File: src/design/prft_pkg.sv
package prft_pkg;

  // Fixed field widths and formats of the ports.
  localparam int CoordW      = 32;
  localparam int HeadingW    = 26;
  localparam int InFrac      = 16;
  localparam int CfgIdxW     = 2;
  localparam int HalfTurnDeg = 180;

  // Configuration register indexes.
  localparam logic [CfgIdxW-1:0] RegOriginX = 2'd0;
  localparam logic [CfgIdxW-1:0] RegOriginY = 2'd1;
  localparam logic [CfgIdxW-1:0] RegHeading = 2'd2;

  // Scale of the decimal constant tables below.
  localparam longint unsigned DecOne = 64'd1000000000000;

  // One point travelling down the pipeline.
  typedef struct packed {
    logic                     opcode;
    logic                     neg;
    logic signed [CoordW-1:0] px;
    logic signed [CoordW-1:0] py;
  } prft_item_t;

  // Decimal scaled constant to fixed point with frac fraction bits, rounded to nearest.
  function automatic longint unsigned dec_to_fix(longint unsigned v, int frac);
    longint unsigned q;
    longint unsigned r;
    q = v / DecOne;
    r = v % DecOne;
    return (q << frac) + ((r << frac) + DecOne / 64'd2) / DecOne;
  endfunction

  // Arctangent of 2^-i in degrees at frac fraction bits.
  function automatic longint unsigned atan_fix(int i, int frac);
    longint unsigned e;
    unique case (i)
      0:  e = 64'd45000000000000;
      1:  e = 64'd26565051177078;
      2:  e = 64'd14036243467926;
      3:  e = 64'd7125016348902;
      4:  e = 64'd3576334374997;
      5:  e = 64'd1789910608246;
      6:  e = 64'd895173710211;
      7:  e = 64'd447614170861;
      8:  e = 64'd223810500369;
      9:  e = 64'd111905677066;
      10: e = 64'd55952891894;
      11: e = 64'd27976452617;
      12: e = 64'd13988227142;
      13: e = 64'd6994113675;
      14: e = 64'd3497056851;
      15: e = 64'd1748528427;
      16: e = 64'd874264214;
      // Small angles: the arctangent equals its argument at this precision.
      default: e = (64'd57295779513082 + (64'd1 << (i - 1))) >> i;
    endcase
    return dec_to_fix(e, frac);
  endfunction

  // Reciprocal of the CORDIC gain after n stages at frac fraction bits.
  function automatic longint unsigned gain_fix(int n, int frac);
    longint unsigned e;
    priority if (n <= 8) begin
      e = 64'd607259112299;
    end else if (n > 16) begin
      e = 64'd607252935009;
    end else begin
      unique case (n)
        9:       e = 64'd607254479333;
        10:      e = 64'd607253321090;
        11:      e = 64'd607253031529;
        12:      e = 64'd607252959139;
        13:      e = 64'd607252941041;
        14:      e = 64'd607252936517;
        15:      e = 64'd607252935386;
        default: e = 64'd607252935103;
      endcase
    end
    return dec_to_fix(e, frac);
  endfunction

endpackage

File: src/design/prft_cell.sv
module prft_cell import prft_pkg::*; #(
  parameter int Stage = 0,
  parameter int Frac  = 16,
  parameter int XW    = 18,
  parameter int ZW    = 25
) (
  input  logic                 clk_i,
  input  logic                 rst_ni,
  input  logic                 valid_i,
  input  logic signed [XW-1:0] x_i,
  input  logic signed [XW-1:0] y_i,
  input  logic signed [ZW-1:0] z_i,
  input  prft_item_t           item_i,
  output logic                 valid_o,
  output logic signed [XW-1:0] x_o,
  output logic signed [XW-1:0] y_o,
  output logic signed [ZW-1:0] z_o,
  output prft_item_t           item_o
);

  localparam logic signed [ZW-1:0] Atan = ZW'(atan_fix(Stage, Frac));

  logic signed [XW-1:0] xs, ys;
  logic signed [XW-1:0] x_d, y_d;
  logic signed [ZW-1:0] z_d;
  logic                 valid_q;
  logic signed [XW-1:0] x_q, y_q;
  logic signed [ZW-1:0] z_q;
  prft_item_t           item_q;

  // One micro-rotation: the sign of the residual angle picks the direction.
  always_comb begin
    xs = x_i >>> Stage;
    ys = y_i >>> Stage;
    if (!z_i[ZW-1]) begin
      x_d = x_i - ys;
      y_d = y_i + xs;
      z_d = z_i - Atan;
    end else begin
      x_d = x_i + ys;
      y_d = y_i - xs;
      z_d = z_i + Atan;
    end
  end

  always_ff @(posedge clk_i or negedge rst_ni) begin
    if (!rst_ni) begin
      valid_q <= 1'b0;
    end else begin
      valid_q <= valid_i;
    end
  end

  always_ff @(posedge clk_i) begin
    x_q    <= x_d;
    y_q    <= y_d;
    z_q    <= z_d;
    item_q <= item_i;
  end

  assign valid_o = valid_q;
  assign x_o     = x_q;
  assign y_o     = y_q;
  assign z_o     = z_q;
  assign item_o  = item_q;

endmodule

File: config.mk
export PLATFORM = sky130hd
export DESIGN_NAME = prft_cell
export DESIGN_NICKNAME = d
export VERILOG_FILES = /design/src/design/prft_pkg.sv /design/src/design/prft_cell.sv
export SDC_FILE = /design/constraint.sdc
export NUM_CORES = 1
export LEC_CHECK = 0
export BUFFER_PORTS_ARGS = -buffer_cell sky130_fd_sc_hd__buf_2
export CORE_ASPECT_RATIO = 1.25
export CORE_MARGIN = 1.5
export CORE_UTILIZATION = 50
export CTS_CLUSTER_SIZE = 12
export DETAILED_ROUTE_END_ITERATION = 8
export GPL_TIMING_DRIVEN = 1
export PLACE_DENSITY = 0.88
export SYNTH_ARGS = -nofsm -noshare
export SYNTH_HDL_FRONTEND = slang
export SYNTH_SLANG_ARGS = --single-unit
File: constraint.sdc
create_clock -name clk_i -period 0.9 [get_ports clk_i]
set_clock_uncertainty 0.15 [all_clocks]
set_input_delay 0.045 -clock clk_i [delete_from_list [all_inputs] [get_ports clk_i]]
set_output_delay 0.045 -clock clk_i [all_outputs]
set_load 0.05 [all_outputs]
==> run summary, run 1 <==
Outcome = aborted with a tool error
Fail Step = clock tree synthesis
Tool Error = [ERROR DPL-0038] Utilization greater than 100%, impossible to legalize
Distinct cell type count after synthesis = 58
Post-Syn Area = 0.005670 sq mm
H-tree level count = 4
FFs w/ async S/R, synth = 0.7874%
CTS Buf Count = 17
Synth Register Bits = 127
Die height = 122.1 microns
Post-synthesis sequential area ratio = 44.92%
Synthesized area per cell = 9.677 sq um
Post-synthesis mux area share = 0.7061%
Io pins = 258
Post-Synth Simple-Gate Area = 9.400%
Dpl cell area = 0.008344 sq mm
Syn Inst Count = 586
Die width = 98.25 microns
Post-CTS setup buffer count = 13
Gpl congestion = 0.9646
Most common flop cell mapped by yosys = dfxtp_1
Num rows = 43
Clock sinks = 127
Root Driver = clkbuf_16
Post-synth top area share = 44.48%
Port Buf Inserts = 257
EDFF count, synth = 0
Largest cells by area after synthesis = dfxtp_1, ha_1, a21oi_1, xnor2_1, inv_1
Max clock buf depth = 2
Largest family of logic cells by synthesized area = compound AO/OA/AOI/OAI gates
Leading area contributor after synthesis = dfxtp_1
DP HPWL = 15.55 mm
Initial Utilization = 51.16%
Post-synthesis xor/xnor area fraction = 5.869%
CTS Hold Bufs = 87
Yosys Warn Count = 0
Post-Syn Nets = 780
Adder-cell area share of the yosys netlist = 14.65%
Post-CTS sizing = 509
Compound-gate portion of the synthesized area = 18.65%
## synthesized netlist by cell type (2+ instances only)
| cell | n |
|---|---|
| a211oi_1 | 2 |
| a21boi_0 | 2 |
| a21o_1 | 15 |
| a21oi_1 | 53 |
| a221oi_4 | 2 |
| a31oi_1 | 6 |
| and3_1 | 2 |
| and3b_1 | 3 |
| buf_1 | 4 |
| buf_2 | 5 |
| buf_4 | 3 |
| clkbuf_1 | 9 |
| dfxtp_1 | 126 |
| fa_1 | 4 |
| ha_1 | 60 |
| inv_1 | 58 |
| mux2i_1 | 4 |
| nand2_1 | 22 |
| nand2b_1 | 2 |
| nand3_1 | 10 |
| nand4_1 | 6 |
| nor2_1 | 43 |
| nor2b_1 | 6 |
| nor3_1 | 8 |
| nor4_1 | 3 |
| o211a_1 | 2 |
| o211ai_1 | 3 |
| o21a_1 | 7 |
| o21ai_0 | 34 |
| o21ai_1 | 2 |
| o21bai_1 | 4 |
| o221ai_1 | 4 |
| o22ai_1 | 3 |
| o31ai_1 | 4 |
| o31ai_2 | 2 |
| or2_2 | 3 |
| or3_1 | 3 |
| xnor2_1 | 30 |
| xor2_1 | 8 |
## cells by family after synthesis
group / after synthesis
buffers and inverters: 81
AND/OR/NAND/NOR: 113
adder cells (fa/ha/maj): 64
multiplexers: 4
XOR/XNOR: 38
AO/OA/AOI/OAI: 159
flip-flops: 127
## metrics by stage
step / TNS [ns] / std cells / worst slack [ns]
after detailed placement: -42.23 / 1100 / -1.599
after global placement: -40.03 / 1100 / -1.453
after floorplan: -28.02 / 586 / -1.208
==> inputs of run 2 (changes only) <==
--- a/config.mk
+++ b/config.mk
@@ -6,13 +6,11 @@
 export NUM_CORES = 1
 export LEC_CHECK = 0
 export BUFFER_PORTS_ARGS = -buffer_cell sky130_fd_sc_hd__buf_2
-export CORE_ASPECT_RATIO = 1.25
 export CORE_MARGIN = 1.5
-export CORE_UTILIZATION = 50
-export CTS_CLUSTER_SIZE = 12
+export CORE_UTILIZATION = 35
 export DETAILED_ROUTE_END_ITERATION = 8
 export GPL_TIMING_DRIVEN = 1
-export PLACE_DENSITY = 0.88
+export PLACE_DENSITY_LB_ADDON = 0.15
 export SYNTH_ARGS = -nofsm -noshare
 export SYNTH_HDL_FRONTEND = slang
 export SYNTH_SLANG_ARGS = --single-unit
==> run summary, run 2 <==
Clock slew at reported path FFs = 0.06 ns
DP HPWL = 14.94 mm
Worst Setup EP = x_o[12]$_DFF_P_
Die height = 130.3 microns
WP data required = 1.04 ns
Headroom to the max-slew limit = 72.13%
CTS tree = built
Num rows = 46
Multi-input logic area = 0.003306 sq mm
Fin crit period = 1.763 ns
Final slew viol count = 0
Most common flop cell mapped by yosys = dfxtp_1
Distinct cell type count after synthesis = 58
DRC = 0
Vias = 6385
Drt pass-1 iters = 4
EDFF count, synth = 0
Post-synthesis sequential area ratio = 44.92%
Detail Route Antenna Nets = 0
H-tree level count = 4
Port Buf Inserts = 257
Post-Syn Nets = 780
CTS Buf Count = 17
CTS Hold Bufs = 86
Gpl congestion = 0.8798
Crit path from = y_i[0]
Crit end category = register
Fmax = 0.5673 GHz
Largest net degree at the start of global routing = 34
Worst vdd ir = 1.089 mV
Synthesized area per cell = 9.677 sq um
Hold crit path type = in -> reg
Drt via density = 4.830
Setup TNS = -44.60 ns
Outcome = finished, violations left
Drt initial violations = 299
Die area = 0.01697 sq mm
Most frequent cells in the layout = buf_4, dfxtp_2, buf_2
Max clock buf depth = 2
GRT Overall Usage = 27.34%
Post-synth top area share = 44.48%
Clock power frac = 31.9%
Failing checks = negative hold slack, negative setup slack
Final Hold Vio Count = 11
Fillers = 985
Synth Register Bits = 127
Post-Syn Area = 0.005670 sq mm
# nets final = 1287
Crit path arrival time = 1.90 ns
Worst Path Max Fanout = 3
Layout cell share with drive strength beyond 1 = 61.27%
CP Class = in -> reg
Sw frac = 35.13%
Area growth, synth to finish = 109.9%
Final setup vio count = 168
Comb power frac = 37.7%
Total global routing overflow = 0
RSZ-0062 raised after global routing = yes
Worst-margin pin slew = 0.4181 ns
Initial antenna violation count = 0
Hold slack = -0.2108 ns
Io pins = 258
Clock sinks = 127
Yosys Warn Count = 0
Initial Utilization = 35.83%
Startpoint types = primary input
Root Driver = clkbuf_16
Max reg flops = 66
Top cells by count, synth = dfxtp_1, ha_1, inv_1
Core area = 0.01583 sq mm
Largest cells by area after synthesis = dfxtp_1, ha_1, a21oi_1, xnor2_1, inv_1
P_sw = 7.969 mW
Most frequent cell after synthesis = dfxtp_1
Leading area contributor after synthesis = dfxtp_1
Die width = 130.3 microns
Leak = 5.600 nW
Reg power frac = 30.4%
First-pass GRT wire length = 35.24 mm
Commonest non-fill, non-tap cell in the layout = buf_4
Tcrit/Tclk final = 195.9%
Syn Inst Count = 586
PwrDens = 1906 mW/mm^2
Max Cap Viol = 0
Drt wl/cell = 19.41 microns
Post-route setup slack = -0.8628 ns
Vias in the first global route = 6581
Final wirelength = 25.66 mm
Internal power = 14.71 mW
Register area = 0.002709 sq mm
FFs w/ async S/R, synth = 0.7874%
-- run 2: cell counts after synthesis --
No cell type changed its count.
-- run 2: area by class of cell --
class                           count  share of cell area (%)
Inverter                           59                   2.218
Clock inverter                     14                   1.535
Timing Repair Buffer              510                   39.85
Antenna cell                        1                 0.02102
Tap cell                          216                   2.271
Clock buffer                       17                   3.574
Sequential cell                   127                   22.76
Multi-Input combinational cell    378                   27.77
-- run 2: what timing repair did --
item	CTS	global route
setup buffers	9	8
resized for setup	514	82
pin swaps	36	21
endpoints found under the setup margin	168	168
hold endpoints to repair	99	11
gates cloned	0	0
-- run 2: kinds of logic after synthesis --
family | count (synthesis) | synth area share (%)
AO/OA/AOI/OAI | 159 | 18.65
XOR/XNOR | 38 | 5.869
adder cells (fa/ha/maj) | 64 | 14.65
buffers and inverters | 81 | 5.803
flip-flops | 127 | 44.92
multiplexers | 4 | 0.7061
AND/OR/NAND/NOR | 113 | 9.400
-- run 2: worst min path at each step --
stage,startpoint,to,slack (ns),cells past startpoint
finish,z_i[16],z_o[17]$_DFF_P_,-0.21,2
global route,z_i[16],z_o[17]$_DFF_P_,-0.22,2
CTS,z_i[23],z_o[24]$_DFF_P_,-0.22,3
detailed placement,rst_ni,valid_o$_DFF_PN0_,-0.33,1
global placement,rst_ni,valid_o$_DFF_PN0_,-0.33,1
floorplan,rst_ni,valid_o$_DFF_PN0_,-0.40,0
-- run 2: power by group through the flow --
stage                     Sequential (mW)  Combinational, mW  Clock [mW]
after global placement               6.55               6.32           0
final                                6.90               8.56        7.23
after detailed placement             6.57               6.39           0
after global routing                 6.94               8.91        7.58
after floorplan                      8.82               1.88           0
after CTS                            6.82               8.06        7.19
-- run 2: layer usage --
| layer | share of wire, % | vias up | GRT usage (%) |
|---|---|---|---|
| li1 | - | 3015 | - |
| met2 | 52 | 257 | 50.77 |
| met1 | 38 | 3055 | 30.30 |
| met5 | 0 | - | 0 |
| met3 | 6.1 | 58 | 5.535 |
| met4 | 3.5 | 0 | 11.05 |
-- run 2: per-stage QoR --
step | worst slack, ns | utilization [%] | total power, mW | std cells | cell area [sq um]
2_1_floorplan | -1.208 | - | 10.70 | 586 | 5949
3_3_place_gp | -1.560 | 53.58 | 12.87 | 1189 | 8481
3_5_place_dp | -1.597 | 53.58 | 12.96 | 1189 | 8481
4_1_cts | -0.8414 | 72.80 | 22.07 | 1315 | 11520
5_1_grt | -0.9288 | 75.19 | 23.43 | 1321 | 11900
6_report | -0.8628 | 75.20 | 22.68 | 1322 | 11900
-- run 2: critical path, cell delays in order --
cell	delay, ns
buf_8	0.10
ha_4	0.15
fa_2	0.33
nor2b_4	0.15
o21ai_4	0.15
a31oi_4	0.14
o2111a_2	0.31
buf_4	0.14
o31a_1	0.25
xnor2_1	0.13
No activity file was read; power rests on OpenSTA's default activity.
==> inputs of run 3 (changes only) <==
--- a/config.mk
+++ b/config.mk
@@ -5,11 +5,12 @@
 export SDC_FILE = /design/constraint.sdc
 export NUM_CORES = 1
 export LEC_CHECK = 0
+export ABC_CLOCK_PERIOD_IN_PS = 900
 export BUFFER_PORTS_ARGS = -buffer_cell sky130_fd_sc_hd__buf_2
-export CORE_MARGIN = 1.5
 export CORE_UTILIZATION = 35
 export DETAILED_ROUTE_END_ITERATION = 8
 export GPL_TIMING_DRIVEN = 1
+export HOLD_SLACK_MARGIN = 0.03
 export PLACE_DENSITY_LB_ADDON = 0.15
 export SYNTH_ARGS = -nofsm -noshare
 export SYNTH_HDL_FRONTEND = slang
==> run summary, run 3 (same netlist as run 2, synthesis figures left out) <==
Fmax = 0.5598 GHz
CTS Hold Bufs = 86
Hold endpoint = z_o[24]$_DFF_P_
Io pins = 258
Initial antenna violation count = 0
Vias = 6478
Max clock buf depth = 2
Crit end category = register
Final setup vio count = 168
Commonest non-fill, non-tap cell in the layout = buf_4
Hold_sp = z_i[23]
Drt wl/cell = 19.16 microns
Worst hold stages = 3
Die width = 129.3 microns
Core area = 0.01583 sq mm
Die area = 0.01671 sq mm
Most frequent cells in the layout = buf_4, dfxtp_2, buf_8
Post-route setup slack = -0.8864 ns
CP Class = in -> reg
Crit path arrival time = 1.93 ns
Detail Route Antenna Nets = 0
Worst vdd ir = 1.305 mV
First-pass GRT wire length = 34.78 mm
PwrDens = 1912 mW/mm^2
GRT Overall Usage = 27.55%
Vias in the first global route = 6583
Root Driver = clkbuf_16
Die height = 129.3 microns
WP data required = 1.04 ns
# nets final = 1290
DP HPWL = 14.62 mm
Failing checks = negative hold slack, negative setup slack
Total global routing overflow = 0
Port Buf Inserts = 257
CTS Buf Count = 17
Max Cap Viol = 0
Initial Utilization = 35.83%
Final slew viol count = 0
CTS tree = built
RSZ-0062 raised after global routing = yes
Outcome = finished, violations left
Area growth, synth to finish = 113.7%
Fin crit period = 1.786 ns
H-tree level count = 4
Inserted Diodes = 0
Startpoint types = primary input
Final wirelength = 25.38 mm
Layout cell share with drive strength beyond 1 = 62.31%
Drt pass-1 iters = 5
Leak = 5.681 nW
Largest net degree at the start of global routing = 34
Drt initial violations = 350
Hold slack = -0.1693 ns
Tcrit/Tclk final = 198.5%
Hold crit path type = in -> reg
Max reg flops = 66
Clock sinks = 127
Worst-margin pin slew = 0.4393 ns
Clock slew at reported path FFs = 0.06 ns
Gpl congestion = 0.9112
Headroom to the max-slew limit = 70.71%
Core Util, Final = 76.55%
Drt via density = 4.889
Setup TNS = -45.47 ns
Num rows = 46
Final Hold Vio Count = 11
Worst Path Max Fanout = 3
DRC = 0
[run 3: cell count changes in the layout (fill, tap and decap cells not counted), sizes merged]
cell,before,now
clkinv,5,4
clkbuf,17,20
buf,424,427
inv,63,64
diode,1,0
clkinvlp,2,0
[run 3: repair_timing]
item,4_1_cts,5_1_grt
setup buffers,17,12
gates resized for setup,520,107
endpoints found under the hold margin,103,16
setup endpoints to repair,168,168
pin swaps,34,43
cloned,0,0
[run 3: area by class of cell]
cell class	instances	area, sq um
clock buffer	20	478.0
clock inverter	12	167.7
fill	940	3711
timing repair buffer	513	4841
inverter	59	266.5
sequential	127	2710
multi-input combinational	378	3383
tap	216	270.3
[run 3: per-stage QoR]
stage	hold slack, ns	cell area (sq um)	cells	setup WS [ns]	power (mW)
2_1_floorplan	-0.4006	5949	586	-1.208	10.70
3_3_place_gp	-0.3303	8448	1183	-1.573	12.85
3_5_place_dp	-0.3296	8448	1183	-1.589	12.92
4_1_cts	-0.2311	11600	1317	-0.8602	22.44
5_1_grt	-0.1900	12120	1325	-0.9451	23.94
6_report	-0.1693	12120	1325	-0.8864	23.17
[run 3: worst max-delay path by stage]
| stage | slack (ns) | cells after the start | to | from |
|---|---|---|---|---|
| floorplan | -1.21 | 9 | y_o[16]$_DFF_P_ | x_i[0] |
| global placement | -1.57 | 10 | y_o[16]$_DFF_P_ | x_i[0] |
| detailed placement | -1.59 | 10 | y_o[16]$_DFF_P_ | x_i[0] |
| CTS | -0.86 | 10 | y_o[16]$_DFF_P_ | y_i[0] |
| global route | -0.95 | 10 | x_o[14]$_DFF_P_ | y_i[0] |
| finish | -0.89 | 10 | y_o[16]$_DFF_P_ | y_i[0] |
[run 3: per-layer routing]
| metal | wire length, microns | global-route usage, % | up-vias |
|---|---|---|---|
| met5 | 0 | 0 | - |
| met3 | 1436 | 4.377 | 67 |
| met1 | 9782 | 30.52 | 3098 |
| met2 | 13250 | 51.42 | 303 |
| met4 | 916 | 12.66 | 0 |
| li1 | - | - | 3010 |
[run 3: report_power, final]
part	leakage (nW)	switching (mW)	internal (mW)
Combinational	4.28	4.75	4.00
Sequential	1.08	0.473	6.41
Clock	0.319	2.79	4.75
Total	5.68	8.01	15.2
[run 3: worst max-delay path, cell delays in order]
cell	delay, ns
buf_8	0.10
ha_4	0.15
fa_2	0.35
nor2b_4	0.15
o21ai_4	0.14
a31oi_4	0.13
o2111a_1	0.30
o41ai_2	0.29
o21ai_1	0.13
xnor2_1	0.14
